### config.mk
export PLATFORM = sky130hd
export DESIGN_NAME = integer_to_decimal_text
export DESIGN_NICKNAME = d
export VERILOG_FILES = /design/src/hw/rtl/itdt_pkg.sv /design/src/hw/rtl/itdt_dabble_step.sv /design/src/hw/rtl/integer_to_decimal_text.sv
export SDC_FILE = /design/constraint.sdc
export NUM_CORES = 1
export LEC_CHECK = 0
export ABC_CLOCK_PERIOD_IN_PS = 7100
export BUFFER_PORTS_ARGS = -buffer_cell sky130_fd_sc_hd__clkbuf_2
export CAP_MARGIN = 10
export CORE_MARGIN = 4
export CORE_UTILIZATION = 45
export CTS_CLUSTER_SIZE = 12
export DETAILED_ROUTE_END_ITERATION = 10
export PLACE_DENSITY = 0.63
export SYNTH_ARGS = -nofsm -noshare
export SYNTH_HDL_FRONTEND = slang
export SYNTH_SLANG_ARGS = --single-unit
export TNS_END_PERCENT = 50
### constraint.sdc
create_clock -name clk -period 7.1 [get_ports clk]
set_input_delay 2.13 -clock clk [delete_from_list [all_inputs] [get_ports clk]]
set_output_delay 2.13 -clock clk [all_outputs]
set_load 0.03 [all_outputs]
### src/hw/rtl/itdt_pkg.sv
`default_nettype none

package itdt_pkg;

	// width of the value field on the input stream
	localparam int IN_W = 32;

	localparam int VALUE_BITS_DEF = 32;
	localparam int MAX_DIGITS_DEF = 10;

	localparam int CHAR_W = 6;

	typedef logic [3:0] digit_t;
	typedef logic [CHAR_W-1:0] char_t;

	localparam char_t CHAR_ZERO  = 6'd48;
	localparam char_t CHAR_MINUS = 6'd45;

	// a bcd digit at or above this value overflows when doubled
	localparam digit_t DIGIT_ADJ_MIN = 4'd5;
	localparam digit_t DIGIT_ADJ     = 4'd3;

endpackage

`default_nettype wire

### src/hw/rtl/itdt_dabble_step.sv
`default_nettype none

module itdt_dabble_step
	import itdt_pkg::*;
#(
	parameter int MAX_DIGITS = MAX_DIGITS_DEF
) (
	input  wire digit_t [MAX_DIGITS-1:0] bcd,
	input  wire                          bit_in,
	output digit_t      [MAX_DIGITS-1:0] bcd_next,
	output logic                         carry
);

	digit_t [MAX_DIGITS-1:0] adj;

	// add three to every digit of five or more, then shift the whole register left
	always_comb begin
		for (int i = 0; i < MAX_DIGITS; i++) begin
			adj[i] = (bcd[i] >= DIGIT_ADJ_MIN) ? digit_t'(bcd[i] + DIGIT_ADJ) : bcd[i];
		end
	end

	assign {carry, bcd_next} = {adj, bit_in};

endmodule

`default_nettype wire

### src/hw/rtl/integer_to_decimal_text.sv
// decimal text of a signed integer, one character per output transfer, msd first
// after accept, the magnitude is shifted into the bcd digits one bit per cycle through the
// single bcd unit, leading zeros are scanned off, then the minus sign for a negative value
// and the digits are emitted whenever the output register is free; a new value is accepted
// only once the last character of the previous one has been loaded into the output register
// reset: arst_n clears the sequencer and the output valid asynchronously
`default_nettype none

module integer_to_decimal_text
	import itdt_pkg::*;
#(
	parameter int VALUE_BITS = VALUE_BITS_DEF,
	parameter int MAX_DIGITS = MAX_DIGITS_DEF
) (
	input  wire         clk,
	input  wire         arst_n,

	input  wire         s_axis_tvalid,
	output logic        s_axis_tready,
	input  wire  [31:0] s_axis_tdata,   // value[31:0]

	output logic        m_axis_tvalid,
	input  wire         m_axis_tready,
	output logic [7:0]  m_axis_tdata,   // text_char[5:0], zero[7:6]
	output logic        m_axis_tlast
);

	localparam int CNT_W = $clog2(VALUE_BITS);
	localparam int IDX_W = $clog2(MAX_DIGITS);

	typedef enum logic [2:0] {
		ST_IDLE,
		ST_SHIFT,
		ST_SCAN,
		ST_SIGN,
		ST_EMIT
	} state_t;

	state_t                  state_q;
	logic [VALUE_BITS-1:0]   mag_q;
	digit_t [MAX_DIGITS-1:0] bcd_q;
	logic                    ovf_q;
	logic                    neg_q;
	logic [CNT_W-1:0]        bitcnt_q;
	logic [IDX_W-1:0]        digidx_q;
	char_t                   char_q;
	logic                    last_q;
	logic                    valid_q;

	logic [VALUE_BITS-1:0]   val_ext;
	logic                    val_neg;
	logic [VALUE_BITS-1:0]   val_mag;
	digit_t [MAX_DIGITS-1:0] bcd_next;
	logic                    carry;
	digit_t                  cur_digit;
	logic                    in_xfer;
	logic                    out_free;
	logic                    char_load;

	generate
		if (VALUE_BITS > IN_W) begin : g_zext
			assign val_ext = {{(VALUE_BITS - IN_W){1'b0}}, s_axis_tdata};
		end else if (VALUE_BITS == IN_W) begin : g_same
			assign val_ext = s_axis_tdata;
		end else begin : g_trunc
			assign val_ext = s_axis_tdata[VALUE_BITS-1:0];
		end
	endgenerate

	// two's complement magnitude stays correct for the most negative value
	assign val_neg = val_ext[VALUE_BITS-1];
	assign val_mag = val_neg ? (~val_ext + VALUE_BITS'(1)) : val_ext;

	itdt_dabble_step #(
		.MAX_DIGITS(MAX_DIGITS)
	) u_step (
		.bcd      (bcd_q),
		.bit_in   (mag_q[VALUE_BITS-1]),
		.bcd_next (bcd_next),
		.carry    (carry)
	);

	assign cur_digit     = bcd_q[digidx_q];
	assign s_axis_tready = (state_q == ST_IDLE);
	assign in_xfer       = s_axis_tvalid && s_axis_tready;
	assign out_free      = !valid_q || m_axis_tready;
	assign char_load     = out_free && (state_q == ST_SIGN || state_q == ST_EMIT);

	assign m_axis_tvalid = valid_q;
	assign m_axis_tdata  = {2'b00, char_q};
	assign m_axis_tlast  = last_q;

	always_ff @(posedge clk or negedge arst_n) begin
		if (!arst_n) begin
			state_q  <= ST_IDLE;
			mag_q    <= '0;
			bcd_q    <= '0;
			ovf_q    <= 1'b0;
			neg_q    <= 1'b0;
			bitcnt_q <= '0;
			digidx_q <= '0;
			char_q   <= '0;
			last_q   <= 1'b0;
			valid_q  <= 1'b0;
		end else begin
			if (char_load) begin
				valid_q <= 1'b1;
			end else if (m_axis_tready) begin
				valid_q <= 1'b0;
			end
			unique case (state_q)
				ST_IDLE: begin
					if (in_xfer) begin
						mag_q    <= val_mag;
						neg_q    <= val_neg;
						bcd_q    <= '0;
						ovf_q    <= 1'b0;
						bitcnt_q <= '0;
						state_q  <= ST_SHIFT;
					end
				end
				ST_SHIFT: begin
					bcd_q    <= bcd_next;
					ovf_q    <= ovf_q | carry;
					mag_q    <= {mag_q[VALUE_BITS-2:0], 1'b0};
					bitcnt_q <= bitcnt_q + CNT_W'(1);
					if (bitcnt_q == CNT_W'(VALUE_BITS - 1)) begin
						digidx_q <= IDX_W'(MAX_DIGITS - 1);
						state_q  <= ST_SCAN;
					end
				end
				ST_SCAN: begin
					// skip leading zeros, keep all digits when high digits were dropped
					if (!ovf_q && digidx_q != '0 && cur_digit == '0) begin
						digidx_q <= digidx_q - IDX_W'(1);
					end else begin
						state_q <= neg_q ? ST_SIGN : ST_EMIT;
					end
				end
				ST_SIGN: begin
					if (out_free) begin
						char_q  <= CHAR_MINUS;
						last_q  <= 1'b0;
						state_q <= ST_EMIT;
					end
				end
				ST_EMIT: begin
					if (out_free) begin
						char_q  <= char_t'(CHAR_ZERO + char_t'(cur_digit));
						last_q  <= (digidx_q == '0);
						if (digidx_q == '0) begin
							state_q <= ST_IDLE;
						end else begin
							digidx_q <= digidx_q - IDX_W'(1);
						end
					end
				end
				default: begin
					state_q <= ST_IDLE;
				end
			endcase
		end
	end

endmodule

`default_nettype wire

Word level (Yosys, flattened, before mapping):

Cells that the tools add are included.

* flip-flop bits (word level): 94
* latch bits: 0
* memory bits (writable): 0
* ROM bits: 0
* input port bits: 36
* output and inout bits: 11
* logic and storage cells: 122
* memories: 0

* $add $sub $neg: 14
* multiply operators: 0
* divide/modulo/power cells: 0
* $lt $le $gt $ge: 11
* equality and inequality tests: 13
* shift-type cells: 0
* muxes and demuxes: 42
* bitwise logic cells: 2
* reduce and logical (&&, ||, !) cells: 21

Operators by type and width (count)
* 40-bit one-hot mux with 2 select lines: 1
* 32-bit two-way mux: 2
* 32-bit one-hot mux with 2 select lines: 1
* 4-bit two-way mux: 15
* 4-bit by 2-bit adder with 4-bit output, second input constant: 10
* 4-bit by 3-bit greater-or-equal comparator with 1-bit output, second input constant: 10
* 40-bit two-way mux: 1
* 32-bit by 1-bit adder with 32-bit output, second input constant: 1
* 32-bit inverter: 1
* 3-bit two-way mux: 7
* 4-bit binary-select mux with 4-bit select: 1
* 3-bit one-hot mux with 5 select lines: 1
* 6-bit two-way mux: 2
* 2-bit != test, second input constant: 6
* 4-bit one-hot mux with 3 select lines: 1
* 6-bit one-hot mux with 2 select lines: 1
* 5-bit one-hot mux with 2 select lines: 1
* 4-bit zero test: 2
* 5-bit by 5-bit adder with 6-bit output, first input constant: 1
* 3-bit by 2-bit == test with 1-bit output, second input constant: 2
* 6-bit AND reduction: 1
* 2-bit nonzero test: 3
* 5-bit by 1-bit adder with 5-bit output, second input constant: 1
* 5-bit == test, second input constant: 1
* 18 further kinds: 30

Longest topological paths before layout:

Gate-level depths: netlist of run 1.

* depth after elaboration: 6
* mapped depth: 10
* gate-level depth less buffers: 9

By module:

A second synthesis of run 1 with hierarchy kept.

* cells, all modules: 706
* area, all modules: 6135.9 µm²

By module, submodules not included
* integer_to_decimal_text: times used 1, cells an instance 545, area an instance 5114.9 µm², seq. area each 2352.3 µm²
* itdt_dabble_step: times used 1, cells an instance 161, area an instance 1021.0 µm², seq. area each 0.0 µm²

Worst setup path before layout of run 1:

No wires, ideal clock.

* kind: input-to-reg
* start: in s_axis_tdata[6]
* end: reg mag_q[21]
* library setup time: 0.132 ns
* arrival: 4.121 ns
* data required time: 6.968 ns
* slack: 2.847 ns
* stages on the path: 7
* buffers on the path: 1
* cell sequence: or4_1 > buf_2 > or3_4 > or4_4 > nor3_4 > mux2i_1 > o21ai_1

* longest elaborated chain between the ends: 5

RTL lines
* start: declaration: line integer_to_decimal_text.sv:20 `input wire [31:0] s_axis_tdata,`
* 32-bit inverter: line integer_to_decimal_text.sv:72 `assign val_mag = val_neg ? (~val_ext + VALUE_BITS'(1)) : val_ext;`
* 32-bit by 1-bit adder with 32-bit output: line integer_to_decimal_text.sv:72
* 32-bit two-way mux: line integer_to_decimal_text.sv:72
* 32-bit two-way mux: line integer_to_decimal_text.sv:113 `if (in_xfer) begin`
* 32-bit one-hot mux with 2 select lines: line integer_to_decimal_text.sv:111 `unique case (state_q)`
* end signal: assignment: line integer_to_decimal_text.sv:114 `mag_q <= val_mag;`
* end signal: assignment: line integer_to_decimal_text.sv:125 `mag_q <= {mag_q[VALUE_BITS-2:0], 1'b0};`
* end: declaration: line integer_to_decimal_text.sv:40 `logic [VALUE_BITS-1:0] mag_q;`

No other way between the ends. The select of a mux whose other input is x is not followed.
A chain may end at the register's enable or synchronous reset.

Worst setup path after layout of run 1:

* start: in s_axis_tdata[4]
* end: reg mag_q[30]

Same word-level chain as after synthesis.

==> impl_metrics.tcl, run 1 <==
set metrics [dict create \
    wl_mm 13.5 \
    ys_top_cells_by_area "dfrtp_1 (40%), o21ai_0 (6.3%), ha_1 (5.1%)" \
    start_kind "input pin" \
    fin_tns_setup_ns 0 \
    timing.slew.headroom_pct 17.7 \
    arrival_ns 4.54 \
    cts_resized 0 \
    cts_root_buffer "clkbuf_16" \
    drv_slew 0 \
    crit_path_end_kind "flip-flop" \
    rows 41 \
    synth-async-reset-ratio_pct 100 \
    cts.clk_slew.worst_paths_ns 0.07 \
    stdcell_count 837 \
    pin_count 47 \
    peakVddDrop_v 0.000166 \
    syn_inst 636 \
    fmax_mhz 231 \
    cts_max_level 3 \
    tightest_slew_ns 1.23 \
    grt_pass1_wl_mm 23.6 \
    cts_tree "yes" \
    period_needed_ns 4.33 \
    placed_cells 821 \
    cp_max_fo 7 \
    worstSetupPathType "input pin to flip-flop" \
    place_congestion 0.836 \
    track_usage_pct 19.6 \
    finalHoldViolations 0 \
    ys_types 55 \
    required_ns 7.31 \
    finalCritPeriodShare_pct 61.0 \
    synth_edf_count 0 \
    p_leak_nw 2.81 \
    die-area_um2 14900 \
    clock_latency_ns 0.36 \
    vias 4875 \
    antenna_found_initial 0 \
    clock_skew_ns 0.00923 \
    post_cts_buffers 0 \
    syn2layout_area_growth_pct 11.3 \
    grt_start_max_net_pins 76 \
    nets 720 \
    numCtsBuffers 9 \
    synth_top_cell_by_area "dfrtp_1" \
    p_per_area_nw_per_um2 393 \
    whs_ns 0.474 \
    antenna_cells 0 \
    io_buffers 44 \
    ctsHoldBuffers 0 \
    hold_class "flip-flop to flip-flop" \
    finalSetupViolations 0 \
    rsz0062_at_grt "no" \
    dieHeight_um 122 \
    via_per_inst 5.82 \
    gr-total-overflow 0 \
    syn_area_um2 5840 \
    grt_pass1_vias 4886 \
    detail_route.iter0.violations 196 \
    cts.path.max_buffers 2 \
    cts.sinks 94 \
    hpwl_mm 9.11 \
    drive_above_1_share_pct 13.5 \
    die_x_um 122 \
    utilization_pct 51.3 \
    start_util_pct 46.1 \
    drtPass1Iterations 4 \
    total_power_mw 2.55 \
    yosysWarningCount 0 \
    core_um2 12700 \
    netlist.area_leader.share_pct 40.3 \
    outcome "finished clean" \
    yosysSeqAreaShare_pct 40.3 \
    wl_per_cell_um 16.1 \
    drcViolationCount 0 \
    maxCapViolations 0 \
    synth-main-ff-cell "dfrtp_1" \
    ys_seq_elements 94 \
    ant_nets 0 \
    syn_avg_cell_area_um2 9.19 \
]
## cells in the final DEF (no fill, tap or decap), drive strengths merged, types with 3 or more instances in the layout
| cell type | count |
|---|---|
| dfrtp | 94 |
| o21ai | 76 |
| clkbuf | 55 |
| a21oi | 51 |
| nand3 | 41 |
| nor2 | 32 |
| nand2 | 31 |
| inv | 26 |
| ha | 24 |
| mux2i | 23 |
| o31ai | 21 |
| nand2b | 19 |
| a22o | 17 |
| xor2 | 17 |
| a22oi | 15 |
| xnor2 | 11 |
| a32o | 10 |
| nor2b | 10 |
| nor3b | 9 |
| nor3 | 9 |
| a31oi | 8 |
| buf | 6 |
| nor4 | 6 |
| or2 | 4 |
| mux2 | 4 |
| mux4 | 4 |
| o22ai | 4 |
| or3 | 4 |
| or4 | 4 |
| nand4 | 3 |
## cell usage after synthesis (3+ instances only)
library cell	count
buf_4	3
buf_2	4
a32o_1	10
a21oi_1	51
nor2b_1	10
o22ai_1	4
xnor2_1	11
o31ai_1	21
buf_1	3
nand2b_1	19
nor4_1	4
ha_1	24
a31oi_1	8
nor2_1	32
nand3_1	41
a22o_1	17
nand4_1	3
a22oi_1	15
nand2_1	31
inv_1	26
or2_2	4
clkbuf_1	27
or3_1	3
mux2_2	4
dfrtp_1	94
nor3b_1	9
xor2_1	17
mux4_2	4
nor3_1	8
o21ai_0	74
mux2i_1	23
## final cells by class
type	count	area [µm²]
Clock buffer	12	267
Clock inverter	4	53.8
Fill cell	1220	6170
Inverter	26	97.6
Multi-Input combinational cell	480	3260
Sequential cell	94	2350
Tap cell	172	215
Timing Repair Buffer	49	260
## power breakdown
part / internal (mW) / switching [mW] / total, mW / leakage, nW
registers: 0.741 / 0.229 / 0.970 / 1.23
clock network: 0.302 / 0.216 / 0.518 / 0.151
logic: 0.429 / 0.636 / 1.07 / 1.44
total: 1.47 / 1.08 / 2.55 / 2.81
## critical path, stage by stage
cell      delay [ns]
clkbuf_2        0.11
or4_1           0.62
nor3_1          0.36
nand4_1         0.28
nor3_1          0.61
nand2_1         0.15
mux2i_1         0.18
o21ai_0         0.10
## stage by stage
step	setup WS (ns)	area (µm²)
2_1_floorplan	2.85	5850
3_3_place_gp	2.52	6180
3_5_place_dp	2.47	6180
4_1_cts	2.85	6500
5_1_grt	2.58	6500
6_report	2.77	6500
## path summary, 6_finish.rpt
path,start,endpoint,slack [ns],depth (start not counted)
max,s_axis_tdata[4],mag_q[30],2.77,8
min,char_q[5],char_q[5],0.47,1
max reg2reg,digidx_q[0],digidx_q[2],3.72,9
min reg2reg,char_q[5],char_q[5],0.47,1
max in group asynchronous,arst_n,mag_q[28],4.20,2
min in group asynchronous,arst_n,bcd_q[13],1.70,1
## state kept, by name, indices dropped and copies added (netlist names)
signal	flops
ovf_q	1
neg_q	1
mag_q	32
bcd_q	40
digidx_q	4
bitcnt_q	5
m_axis_tlast	1
m_axis_tvalid	1
state_q	3
char_q	6
## metal layers
layer	share of wire, %	track usage, %
met5	0	0
met4	1.1	4.69
met3	4.6	4.78
met2	49	33.3
met1	46	25.4
## logic make-up after synthesis
group                    count (synthesis)  share of synthesized area [%]
AO/OA/AOI/OAI                          212                           22.6
buffers and inverters                   63                           4.33
multiplexers                            31                           6.25
flip-flops                              94                           40.3
XOR/XNOR                                28                           4.20
AND/OR/NAND/NOR                        183                           17.2
adder cells (fa/ha/maj)                 24                           5.14
other                                    1                         0.0642
(Power assumes the default switching activity.)
==> run 2: changes to the inputs <==
ABC_CLOCK_PERIOD_IN_PS = 3960   (was 7100)
PLACE_DENSITY = 0.65   (was 0.63)
clock period = 3.96 ns   (was 7.1 ns; I/O delays follow)
==> run 2 against run 1 <==
Net effect:
- highest routed layer unchanged
- combinational power grew 83%
- non-clock buffer count grew 5
- die area is the same
- sequential share of layout area shrank 0.30 points
- setup slack lost 2.0 ns
- worst hold slack lost 0.0027 ns
- via count grew 0.41%
- sequential cell count is the same
- clock-buffer cell count is the same
- largest power group unchanged
- clock skew shrank 0.0013 ns
- cell area grew 0.83%
- first-iteration DRC count grew 89%
==> impl_metrics.tcl, run 2 (synthesis results as in run 1) <==
set metrics [dict create \
    grt_pass1_wl_mm 22.9 \
    ctsHoldBuffers 0 \
    clock_latency_ns 0.34 \
    r2r_cells 8 \
    place_congestion 0.892 \
    largest_register "bcd_q" \
    fmax_mhz 313 \
    crit_family "simple AND/OR/NAND/NOR gates" \
    drv_slew 0 \
    drtPass1Iterations 5 \
    gr-total-overflow 0 \
    timing.rr.end "digidx_q[2]" \
    pin_count 47 \
    p_per_area_nw_per_um2 697 \
    min-delay-start "char_q[5]" \
    track_usage_pct 18.8 \
    antenna_cells 0 \
    largest_reg_flops 40 \
    cts_tree "yes" \
    start_util_pct 46.1 \
    rsz0062_at_grt "no" \
    final_cell_mix "dfrtp_1 (94), o21ai_0 (74), a21oi_1 (51)" \
    start_kind "input pin" \
    rows 41 \
    numCtsBuffers 9 \
    period_needed_ns 3.19 \
    cts.sinks 94 \
    hold_class "flip-flop to flip-flop" \
    whs_ns 0.471 \
    crit_buf_inv 1 \
    cp_max_fo 7 \
    post_cts_buffers 0 \
    cts.clk_slew.worst_paths_ns 0.07 \
    r2r_slack_ns 1.00 \
    tightest_slew_ns 0.728 \
    outcome "finished clean" \
    cts_root_buffer "clkbuf_16" \
    arrival_ns 3.40 \
    ant_nets 0 \
    io_buffers 44 \
    core_um2 12700 \
    wl_mm 13.2 \
    required_ns 4.17 \
    largestRegisters "bcd_q (40), mag_q (32), char_q (6)" \
    slowest_delay_ns 0.64 \
    slowest_stage "or4_1" \
    grt_start_max_net_pins 95 \
    crit_path_end_kind "flip-flop" \
    whs_path_depth 1 \
    drive_above_1_share_pct 14.0 \
    dieHeight_um 122 \
    die-area_um2 14900 \
    r2r-start "digidx_q[0]" \
    syn2layout_area_growth_pct 12.2 \
    worstSetupPathType "input pin to flip-flop" \
    detail_route.iter0.violations 370 \
    cts_max_level 3 \
    final_common_cell "dfrtp_1" \
    die_x_um 122 \
    worstPathCellList "clkbuf_2 > or4_1 > or3_4 > or4_4 > nor3_1 > or4b_2 > nand3_1" \
    clock_skew_ns 0.00795 \
    antenna_found_initial 0 \
    hpwl_mm 8.91 \
    utilization_pct 51.7 \
    finalSetupViolations 0 \
    cts.path.max_buffers 2 \
    nets 725 \
    vias 4895 \
    drcViolationCount 0 \
    finalCritPeriodShare_pct 80.6 \
    peakVddDrop_v 0.000287 \
    p_leak_nw 2.85 \
    grt_pass1_vias 4845 \
    fillers 1185 \
    maxCapViolations 0 \
    min_to "char_q[5]" \
    via_per_inst 5.81 \
    wl_per_cell_um 15.7 \
    timing.slew.headroom_pct 51.0 \
    finalHoldViolations 0 \
    fin_tns_setup_ns 0 \
    cts_resized 0 \
]
-- run 2: changes by cell type in the layout (fill, tap and decap cells not counted) --
cell / delta
buf_4: +3
clkbuf_1: +1
clkbuf_8: -1
clkinvlp_4: -1
clkinv_4: +1
buf_12: +2
-- run 2: final cells by class --
cell class                      instances  area [µm²]  area share (%)
Clock buffer                           12         256            3.91
Clock inverter                          4        55.1           0.840
Sequential cell                        94        2350            35.9
Inverter                               26        97.6            1.49
Timing Repair Buffer                   54         323            4.92
Multi-Input combinational cell        480        3260            49.7
Tap cell                              172         215            3.28
-- run 2: worst register-to-register path, cell delays in order, from the launching register on --
cell and delay, ns:
dfrtp_1 0.61, buf_4 0.30, mux2_2 0.38, a311oi_1 0.28
o21ai_0 0.13, nor4_1 0.46, a31oi_1 0.34, o21ai_0 0.23
o21ai_0 0.10
-- run 2: layer usage --
| layer | GRT usage, % | share of wire [%] | up-vias |
|---|---|---|---|
| met5 | 0 | 0 | - |
| met4 | 4.27 | 1.0 | 0 |
| met3 | 3.30 | 3.9 | 15 |
| met2 | 31.4 | 49 | 115 |
| met1 | 25.6 | 46 | 2362 |
| li1 | - | - | 2403 |
-- run 2: worst max-delay path by stage --
stage,start,endpoint,depth (start not counted)
after floorplan,s_axis_tdata[6],mag_q[21],7
after global placement,s_axis_tdata[4],mag_q[21],7
after detailed placement,s_axis_tdata[6],mag_q[19],7
after global routing,s_axis_tdata[6],mag_q[28],9
final,s_axis_tdata[6],mag_q[19],7
after CTS,s_axis_tdata[6],mag_q[19],7
-- run 2: power breakdown --
part | switching (mW) | leakage [nW] | internal [mW]
Sequential | 0.391 | 1.23 | 1.33
Clock | 0.366 | 0.149 | 0.527
Combinational | 1.17 | 1.47 | 0.787
-- run 2: through the flow --
stage                     power [mW]  area, µm²  worst slack [ns]  std cells
final                           4.57       6560             0.769        842
after detailed placement        3.68       6240             0.427        826
after global placement          3.60       6240             0.495        826
after CTS                       4.60       6560             0.804        842
after floorplan                 3.13       5850             0.649        637
after global routing            4.97       6560             0.627        842
